===== config.mk =====
export PLATFORM = sky130hd
export DESIGN_NAME = lca_front
export DESIGN_NICKNAME = d
export VERILOG_FILES = /design/src/sv/lca_pkg.sv /design/src/sv/lca_front.sv
export SDC_FILE = /design/constraint.sdc
export NUM_CORES = 1
export LEC_CHECK = 0
export BUFFER_PORTS_ARGS = -buffer_cell sky130_fd_sc_hd__clkbuf_2
export CORE_MARGIN = 5
export CORE_UTILIZATION = 30
export CTS_BUF_LIST = sky130_fd_sc_hd__clkbuf_4
export CTS_CLUSTER_SIZE = 20
export DETAILED_ROUTE_END_ITERATION = 8
export SLEW_MARGIN = 10
export SYNTH_ARGS = -nofsm -noshare
export SYNTH_HDL_FRONTEND = slang
export SYNTH_SLANG_ARGS = --single-unit

===== constraint.sdc =====
create_clock -name clk -period 4 [get_ports clk]
set_input_delay 0.2 -clock clk [delete_from_list [all_inputs] [get_ports clk]]
set_output_delay 0.2 -clock clk [all_outputs]
set_load 0.005 [all_outputs]

===== src/sv/lca_pkg.sv =====
// ============================================================================
// Link capacity accounting package
// Shared types, codes and the saturating subtract used by the front queue,
// the accounting engine and the top level.
// ============================================================================
`default_nettype none

package lca_pkg;

    // Node ids are fixed at seven bits, so every node store has 128 entries.
    localparam int NODE_W     = 7;
    localparam int NODE_COUNT = 128;

    // Operation codes carried in the request.
    localparam logic [2:0] OP_ADD_LINK  = 3'd0;
    localparam logic [2:0] OP_ADD_IFR   = 3'd1;
    localparam logic [2:0] OP_ADD_TX    = 3'd2;
    localparam logic [2:0] OP_ADD_INT   = 3'd3;
    localparam logic [2:0] OP_HOP       = 3'd4;
    localparam logic [2:0] OP_READ      = 3'd5;

    // Read targets.
    localparam logic [1:0] RK_LINK = 2'd0;
    localparam logic [1:0] RK_TX   = 2'd1;
    localparam logic [1:0] RK_INT  = 2'd2;

    // Result status codes.
    localparam logic [2:0] ST_OK        = 3'd0;
    localparam logic [2:0] ST_UNK_LINK  = 3'd1;
    localparam logic [2:0] ST_LINK_FULL = 3'd2;
    localparam logic [2:0] ST_IFR_FULL  = 3'd3;
    localparam logic [2:0] ST_UNK_NODE  = 3'd4;

    localparam logic signed [31:0] RES_MIN = 32'sh8000_0000;

    // One incoming request.
    typedef struct packed {
        logic [2:0]  opcode;
        logic [6:0]  src_node;
        logic [6:0]  dst_node;
        logic        wireless;
        logic [6:0]  node_id;
        logic [1:0]  read_kind;
        logic [23:0] traffic;
    } lca_in_t;

    // One result.
    typedef struct packed {
        logic [2:0]         status;
        logic [7:0]         link_slot;
        logic signed [31:0] residual;
    } lca_out_t;

    // Request class decided by the front part.
    typedef enum logic [3:0] {
        CL_ADD_LINK,
        CL_ADD_IFR,
        CL_ADD_TX,
        CL_ADD_INT,
        CL_HOP,
        CL_READ_LINK,
        CL_READ_TX,
        CL_READ_INT,
        CL_BAD_READ,
        CL_NOP
    } lca_class_t;

    // Classified request held in the queue.
    typedef struct packed {
        lca_class_t cls;
        lca_in_t    item;
    } lca_cmd_t;

    // Queue status seen by the top level.
    typedef struct packed {
        logic empty;
        logic full;
    } lca_q_stat_t;

    // Link key stored per table slot.
    typedef struct packed {
        logic [6:0] src;
        logic [6:0] dst;
        logic       wireless;
    } lca_key_t;

    // Engine sequencer states.
    typedef enum logic [3:0] {
        S_IDLE,
        S_FIND_RD,
        S_FIND_CMP,
        S_TX_RD,
        S_TX_WR,
        S_IFR_CHK,
        S_IFR_NODE,
        S_IFR_WR,
        S_LINK_USE,
        S_NODE_USE
    } lca_state_t;

    // Subtract traffic from a residual, saturating at the most negative value.
    function automatic logic signed [31:0] sub_sat(input logic signed [31:0] r,
                                                   input logic [23:0] t);
        logic [32:0] d;
        d = {r[31], r} - {9'd0, t};
        if (d[32] != d[31])
            sub_sat = RES_MIN;
        else
            sub_sat = d[31:0];
    endfunction

endpackage

`default_nettype wire


===== src/sv/lca_front.sv =====
// ============================================================================
// Link capacity accounting front queue
// Accepts requests, classifies them and holds them in a two-entry queue
// until the engine takes them.
// ============================================================================
`default_nettype none

module lca_front (
    input  wire logic               clk,
    input  wire logic               rst_n,
    input  wire logic               in_valid,
    output logic                    in_stall,
    input  wire lca_pkg::lca_in_t   in_item,
    input  wire logic               pop,
    output logic                    q_valid,
    output lca_pkg::lca_cmd_t       q_cmd,
    output lca_pkg::lca_q_stat_t    q_stat
);

    lca_pkg::lca_cmd_t fifo_reg [2];
    logic              wr_ptr_reg;
    logic              rd_ptr_reg;
    logic [1:0]        cnt_reg;
    logic              push;
    logic              do_pop;
    lca_pkg::lca_cmd_t new_cmd;

    // Decide what kind of work the request needs.
    always_comb
    begin
        new_cmd.item = in_item;
        case (in_item.opcode)
            lca_pkg::OP_ADD_LINK: new_cmd.cls = lca_pkg::CL_ADD_LINK;
            lca_pkg::OP_ADD_IFR:  new_cmd.cls = lca_pkg::CL_ADD_IFR;
            lca_pkg::OP_ADD_TX:   new_cmd.cls = lca_pkg::CL_ADD_TX;
            lca_pkg::OP_ADD_INT:  new_cmd.cls = lca_pkg::CL_ADD_INT;
            lca_pkg::OP_HOP:      new_cmd.cls = lca_pkg::CL_HOP;
            lca_pkg::OP_READ:
            begin
                case (in_item.read_kind)
                    lca_pkg::RK_LINK: new_cmd.cls = lca_pkg::CL_READ_LINK;
                    lca_pkg::RK_TX:   new_cmd.cls = lca_pkg::CL_READ_TX;
                    lca_pkg::RK_INT:  new_cmd.cls = lca_pkg::CL_READ_INT;
                    default:          new_cmd.cls = lca_pkg::CL_BAD_READ;
                endcase
            end
            default:              new_cmd.cls = lca_pkg::CL_NOP;
        endcase
    end

    assign in_stall     = (cnt_reg == 2'd2);
    assign push         = in_valid && !in_stall;
    assign q_valid      = (cnt_reg != 2'd0);
    assign do_pop       = pop && q_valid;
    assign q_cmd        = fifo_reg[rd_ptr_reg];
    assign q_stat.empty = (cnt_reg == 2'd0);
    assign q_stat.full  = (cnt_reg == 2'd2);

    // Queue storage.
    always_ff @(posedge clk)
    begin
        if (push)
            fifo_reg[wr_ptr_reg] <= new_cmd;
    end

    // Queue pointers and fill count.
    always_ff @(posedge clk or negedge rst_n)
    begin
        if (!rst_n)
        begin
            wr_ptr_reg <= 1'b0;
            rd_ptr_reg <= 1'b0;
            cnt_reg    <= 2'd0;
        end
        else
        begin
            if (push)
                wr_ptr_reg <= !wr_ptr_reg;
            if (do_pop)
                rd_ptr_reg <= !rd_ptr_reg;
            if (push && !do_pop)
                cnt_reg <= cnt_reg + 2'd1;
            else if (do_pop && !push)
                cnt_reg <= cnt_reg - 2'd1;
        end
    end

endmodule

`default_nettype wire


==> results of run 1 <==
## metal layers
metal / global-route usage, % / part of all wire, %
met1: 11.3 / 42
met2: 16.6 / 49
met3: 5.16 / 6.9
met4: 4.46 / 1.6
met5: 0 / 0
## power by group
group          total, uW  internal [uW]  leakage, uW  switching, uW
logic               1110            670      0.00122            444
registers           1850           1630      0.00107            215
clock network        619            234     0.000113            385
## logic make-up (layout without fill, tap and decap cells)
group	count (synthesis)	in the layout
multiplexers	56	56
AND/OR/NAND/NOR	11	11
XOR/XNOR	5	5
flip-flops	114	114
buffers and inverters	12	204
AO/OA/AOI/OAI	3	3
adder cells (fa/ha/maj)	4	4
## cell type report
type | count | area, sq um
clock buffer | 19 | 143
clock inverter | 10 | 47.5
fill | 1345 | 8590
inverter | 5 | 18.8
multi-input combinational | 79 | 956
sequential | 114 | 3410
tap | 184 | 230
timing repair buffer | 170 | 1140
## placed cells by master (no fill, tap or decap)
cell,count
clkbuf_2,113
edfxtp_1,110
dlygate4sd3_1,55
mux2_4,40
clkbuf_4,19
mux2_2,15
inv_1,5
clkinv_2,5
ha_1,4
clkinv_1,4
xnor2_1,3
dfrtp_1,3
nand2_1,2
nor2_1,2
xor2_1,2
or2_1,1
nand3_1,1
mux2i_1,1
o21ai_0,1
a22o_1,1
nand2b_1,1
a21oi_1,1
and2_1,1
nor2b_1,1
and3_2,1
nor2_4,1
clkinvlp_4,1
buf_12,1
buf_4,1
dfrtp_4,1
## path summary, 6_finish.rpt
check / to / depth (start not counted) / slack (ns)
worst max register to register: fifo_reg[1][20]$_DFFE_PP_ / 3 / 1.93
worst min-delay path: fifo_reg[1][28]$_DFFE_PP_ / 2 / 0.42
max in group asynchronous: rd_ptr_reg$_DFFE_PN0P_ / 3 / 3.21
worst max-delay path: q_cmd[2] / 2 / 1.62
worst min register to register: cnt_reg[1]$_DFFE_PN0P_ / 1 / 0.49
min in group asynchronous: rd_ptr_reg$_DFFE_PN0P_ / 3 / 0.59
## stage by stage
stage,total power [uW],util (%)
finish,3580,40.9
global route,3830,40.9
CTS,3670,40.9
detailed placement,2990,35.8
global placement,2970,35.8
floorplan,2550,-
==> results.py, run 1 <==
metrics = {
    "setup_path": {
        "path_delay_family": "flip-flops",
        "cp.required_ns": 3.80,
        "r2r-start": "cnt_reg[0]$_DFFE_PN0P_",
        "crit_chain": "mux2_2 > clkbuf_2",
        "cpPeakStageDelay_ns": 1.10,
        "crit_start": "rd_ptr_reg$_DFFE_PN0P_",
        "cpMaxStageDelayCell": "dfrtp_4",
        "cp.buffers_inverters": 1,
        "cp-start-kind": "register",
        "path_class": "reg -> out",
        "cp.arrival_ns": 2.18,
        "crit_fanout": 56,
        "end_kind": "primary output",
    },
    "sta": {
        "fin_ws_ns": 1.62,
        "slew-limit-headroom_pct": 33.2,
        "fmax_mhz": 420,
        "drv_slew": 0,
        "setup_viol": 0,
        "min_period_ns": 2.38,
        "setup_tns_ns": 0,
        "tightestPinTransition_ns": 1.00,
        "final_hold_viol_count": 0,
        "fin_hold_ws_ns": 0.424,
        "rsz0062_at_grt": "no",
        "fin_skew_ns": 0.0114,
        "finalCritPeriodShare_pct": 59.6,
    },
    "hold_path": {
        "hold_class": "in -> reg",
        "min_from": "in_item[28]",
    },
    "grt": {
        "grt_max_degree": 57,
        "grt-ovfl-total": 0,
        "grt_first_pass_wirelength_microns": 13600,
        "grt_pass1_vias": 2666,
        "antenna_found_initial": 0,
        "grt_usage_pct": 10.2,
    },
    "flow_run": {
        "cap_violations": 0,
    },
    "final_layout": {
        "layout.cells.non_filler": 581,
        "final_layout_size_suffix_gt1_share_pct": 49.9,
        "area.growth.synth_to_final_pct": 34.0,
        "largest_reg_flops": 110,
        "design_area_sq_um": 5950,
        "antennaDiodeCount": 0,
        "final_nets": 446,
    },
    "die": {
        "die_area_sq_um": 17300,
        "dieWidth_microns": 132,
        "rows": 44,
        "coreArea_sq_um": 14500,
        "start_util_pct": 30.5,
        "io_pins": 114,
        "die_h_microns": 132,
    },
    "logic_synthesis": {
        "ys_ff_latch": 114,
        "synth_top_family_by_area": "multiplexers",
        "synth_fa_ha_area_share_pct": 1.13,
        "syn_area_sq_um": 4440,
        "ys_top_cells_by_area": "edfxtp_1, mux2_4, mux2_2",
        "synth_common_cells": "edfxtp_1, mux2_4, mux2_2",
        "synth_top_area_share_pct": 74.4,
        "synth_flop_cell": "edfxtp_1",
        "synth_mux_area_share_pct": 17.6,
        "seq_area_frac_synth_pct": 76.7,
        "synth_edf_count": 110,
        "syn_inst": 205,
        "synth-simple-area-share_pct": 1.24,
        "yosysUniqueCellTypes": 23,
        "synthXorXnorAreaFrac_pct": 0.987,
        "synth_compound_area_share_pct": 0.423,
        "synth_top_area_cell": "edfxtp_1",
        "avgSynthCellArea_sq_um": 21.6,
        "yosys_warnings": 0,
        "syn_nets": 264,
        "async_reset_ff_share_pct": 3.51,
        "synth.most_common_cell": "edfxtp_1",
    },
    "clock_tree": {
        "cts.repair.resized": 0,
        "cts_htree_levels": 4,
        "cts_hold_buf": 55,
        "cts_sinks": 114,
        "root_buffer": "clkbuf_4",
        "clock_latency_ns": 0.51,
        "clock_path_buffers": 2,
        "cts_buffers": 17,
        "clk_pin_slew_ns": 0.09,
        "cts_tree": "done",
        "post_cts_buffers": 0,
    },
    "detailed_routing": {
        "avgViaCountPerCell": 4.13,
        "ant_nets": 0,
        "first_pass_iters": 4,
        "drtIter0Drc": 103,
        "drt_wl_total_microns": 8390,
        "wl_per_cell_microns": 14.4,
        "via_count": 2402,
        "drcViolationCount": 0,
    },
    "placed_design": {
        "pre_cts_ws_ns": 1.88,
        "hpwl_microns": 5290,
        "gp_congestion": 0.670,
        "place_area_sq_um": 5200,
        "dp.cells": 497,
        "port_buffers": 113,
    },
    "status": {
        "status": "complete, no violations",
    },
    "power": {
        "peakVddDrop_mv": 0.314,
        "p_leak_uw": 0.00240,
        "power.density_nw_per_um2": 602,
    },
}
Power figures use the tool's default switching activity.
==> run 2, diff against run 1 <==
--- a/config.mk
+++ b/config.mk
@@ -5,6 +5,7 @@
 export SDC_FILE = /design/constraint.sdc
 export NUM_CORES = 1
 export LEC_CHECK = 0
+export ABC_AREA = 1
 export BUFFER_PORTS_ARGS = -buffer_cell sky130_fd_sc_hd__clkbuf_2
 export CORE_MARGIN = 5
 export CORE_UTILIZATION = 30
==> constraint.sdc (replaced) <==
create_clock -name clk -period 2 [get_ports clk]
set_input_delay 0.1 -clock clk [delete_from_list [all_inputs] [get_ports clk]]
set_output_delay 0.1 -clock clk [all_outputs]
set_load 0.005 [all_outputs]
==> results.py, run 2 <==
metrics = {
    "status": {
        "status": "complete, no violations",
    },
    "logic_synthesis": {
        "yosysUniqueCellTypes": 19,
        "synth_edf_count": 110,
        "synth_compound_area_share_pct": 0.599,
        "ys_top_cells_by_area": "edfxtp_1, nand2_1, dfrtp_1",
        "synthXorXnorAreaFrac_pct": 0.200,
        "syn_area_sq_um": 4380,
        "synth_fa_ha_area_share_pct": 1.14,
        "synth_top_area_share_pct": 75.3,
        "syn_inst": 339,
        "avgSynthCellArea_sq_um": 12.9,
        "synth_common_cells": "nand2_1, edfxtp_1, inv_1",
        "synth_mux_area_share_pct": 0,
        "seq_area_frac_synth_pct": 77.6,
        "synth-simple-area-share_pct": 16.4,
        "synth_top_area_cell": "edfxtp_1",
        "ys_ff_latch": 114,
        "yosys_warnings": 0,
        "async_reset_ff_share_pct": 3.51,
        "synth.most_common_cell": "nand2_1",
        "synth_top_family_by_area": "simple AND/OR/NAND/NOR gates",
        "synth_flop_cell": "edfxtp_1",
        "syn_nets": 398,
    },
    "grt": {
        "antenna_found_initial": 0,
        "grt-ovfl-total": 0,
        "grt_pass1_vias": 2980,
        "grt_usage_pct": 11.1,
        "grt_max_degree": 36,
        "grt_first_pass_wirelength_microns": 14200,
    },
    "detailed_routing": {
        "drcViolationCount": 0,
        "first_pass_iters": 4,
        "drtIter0Drc": 85,
        "drt_wl_total_microns": 9460,
        "ant_nets": 0,
        "avgViaCountPerCell": 4.12,
        "via_count": 2957,
        "wl_per_cell_microns": 13.2,
    },
    "power": {
        "comb_power_share_pct": 33.7,
        "p_sw_share_pct": 33.7,
        "clockPowerShare_pct": 19.8,
        "peakVddDrop_mv": 0.500,
        "power.density_nw_per_um2": 1230,
        "p_int_uw": 4840,
        "switchingPower_uw": 2460,
        "p_leak_uw": 0.00260,
        "seqPwrFrac_pct": 46.5,
    },
    "sta": {
        "fmax_mhz": 567,
        "drv_slew": 0,
        "fin_skew_ns": 0.0236,
        "min_period_ns": 1.76,
        "tightestPinTransition_ns": 0.453,
        "fin_ws_ns": 0.238,
        "finalCritPeriodShare_pct": 88.1,
        "slew-limit-headroom_pct": 69.8,
        "setup_tns_ns": 0,
        "final_hold_viol_count": 0,
        "fin_hold_ws_ns": 0.315,
        "rsz0062_at_grt": "no",
        "setup_viol": 0,
    },
    "final_layout": {
        "layout.cells.non_filler": 718,
        "layout_common_cells": "nand2_1, clkbuf_2, edfxtp_1",
        "largest_reg_flops": 110,
        "n_fill_cell": 1397,
        "final_layout_size_suffix_gt1_share_pct": 29.6,
        "final_common_cell": "nand2_1",
        "area.growth.synth_to_final_pct": 35.0,
        "final_nets": 580,
        "antennaDiodeCount": 0,
        "design_area_sq_um": 5920,
    },
    "setup_path": {
        "cp.arrival_ns": 1.66,
        "end_kind": "primary output",
        "crit_fanout": 34,
        "cp.required_ns": 1.90,
        "path_class": "reg -> out",
        "cp-start-kind": "register",
    },
    "die": {
        "coreArea_sq_um": 14400,
        "die_area_sq_um": 17100,
        "die_h_microns": 131,
        "rows": 44,
        "io_pins": 114,
        "start_util_pct": 30.4,
        "dieWidth_microns": 131,
    },
    "hold_path": {
        "hold_class": "in -> reg",
    },
    "clock_tree": {
        "cts_htree_levels": 4,
        "clock_path_buffers": 2,
        "clk_pin_slew_ns": 0.10,
        "cts_buffers": 17,
        "root_buffer": "clkbuf_4",
        "cts_tree": "done",
        "cts_sinks": 114,
        "clock_latency_ns": 0.52,
    },
    "placed_design": {
        "port_buffers": 113,
        "place_area_sq_um": 5130,
        "pre_cts_ws_ns": 0.316,
        "gp_congestion": 0.700,
        "hpwl_microns": 5960,
        "dp.cells": 631,
    },
    "flow_run": {
        "cap_violations": 0,
    },
}
-- run 2: changes by cell type after synthesis, sizes merged, moves of 6 or more --
| cell | previous run | this run |
|---|---|---|
| mux2 | 55 | 0 |
| nand2 | 2 | 181 |
| buf | 7 | 13 |
| inv | 5 | 14 |
-- run 2: kinds of logic (layout without fill, tap and decap cells) --
kind of cell    Yosys count  count (layout)
buf+inv                  27             222
fa+ha+maj                 4               4
compound gates            4               4
simple gates            189             189
flops                   114             114
xor+xnor                  1               1
-- run 2: critical path, cell delays in order (launching register included) --
cell      delay [ns]
dfrtp_2         0.43
inv_2           0.06
buf_4           0.36
nand2_1         0.09
nand2_1         0.10
clkbuf_2        0.12
-- run 2: worst paths after layout --
kind | from | cells past startpoint | slack, ns | to
worst max-delay path | rd_ptr_reg$_DFFE_PN0P_ | 5 | 0.24 | q_cmd[1]
worst min-delay path | in_item[45] | 2 | 0.31 | fifo_reg[0][45]$_DFFE_PP_
worst max register to register | cnt_reg[1]$_DFFE_PN0P_ | 6 | 0.28 | fifo_reg[0][17]$_DFFE_PP_
worst min register to register | wr_ptr_reg$_DFFE_PN0P_ | 2 | 0.50 | wr_ptr_reg$_DFFE_PN0P_
max in group asynchronous | rst_n | 3 | 1.30 | rd_ptr_reg$_DFFE_PN0P_
min in group asynchronous | rst_n | 3 | 0.49 | cnt_reg[0]$_DFFE_PN0P_
-- run 2: layout make-up --
class                           instances  area (sq um)  share of cell area (%)
Clock inverter                          9          65.1                    1.10
Multi-Input combinational cell        198           816                    13.8
Clock buffer                           23           173                    2.92
Tap cell                              184           230                    3.89
Sequential cell                       114          3400                    57.5
Inverter                               14          56.3                   0.951
Timing Repair Buffer                  176          1180                    19.9
-- run 2: power groups by stage --
stage / registers, uW / logic [uW] / clock network [uW]
after global placement: 3440 / 2420 / 0
after floorplan: 3430 / 1460 / 0
after detailed placement: 3450 / 2450 / 0
final: 3400 / 2460 / 1450
after global routing: 3440 / 2800 / 1620
after CTS: 3400 / 2540 / 1520
-- run 2: per-stage QoR --
step           util, %  power (uW)
6_report          41.0        7310
5_1_grt           41.0        7850
4_1_cts           41.0        7460
3_5_place_dp      35.6        5900
3_3_place_gp      35.6        5860
2_1_floorplan        -        4890
-- run 2: metal layers --
metal / wire (microns) / global-route usage [%] / vias to the layer above / part of all wire, %
met5: 0 / 0 / - / 0
met4: 118 / 4.90 / 0 / 1.2
met3: 596 / 4.35 / 11 / 6.3
met2: 4860 / 19.6 / 84 / 51
met1: 3890 / 11.8 / 1365 / 41
li1: - / - / 1497 / -
-- run 2: timing repair --
| item | 4_1_cts | 5_1_grt |
|---|---|---|
| resized for setup | 0 | 0 |
| setup buffers | 0 | 0 |
| hold buffers | 55 | 0 |
| hold endpoints to repair | 117 | 0 |
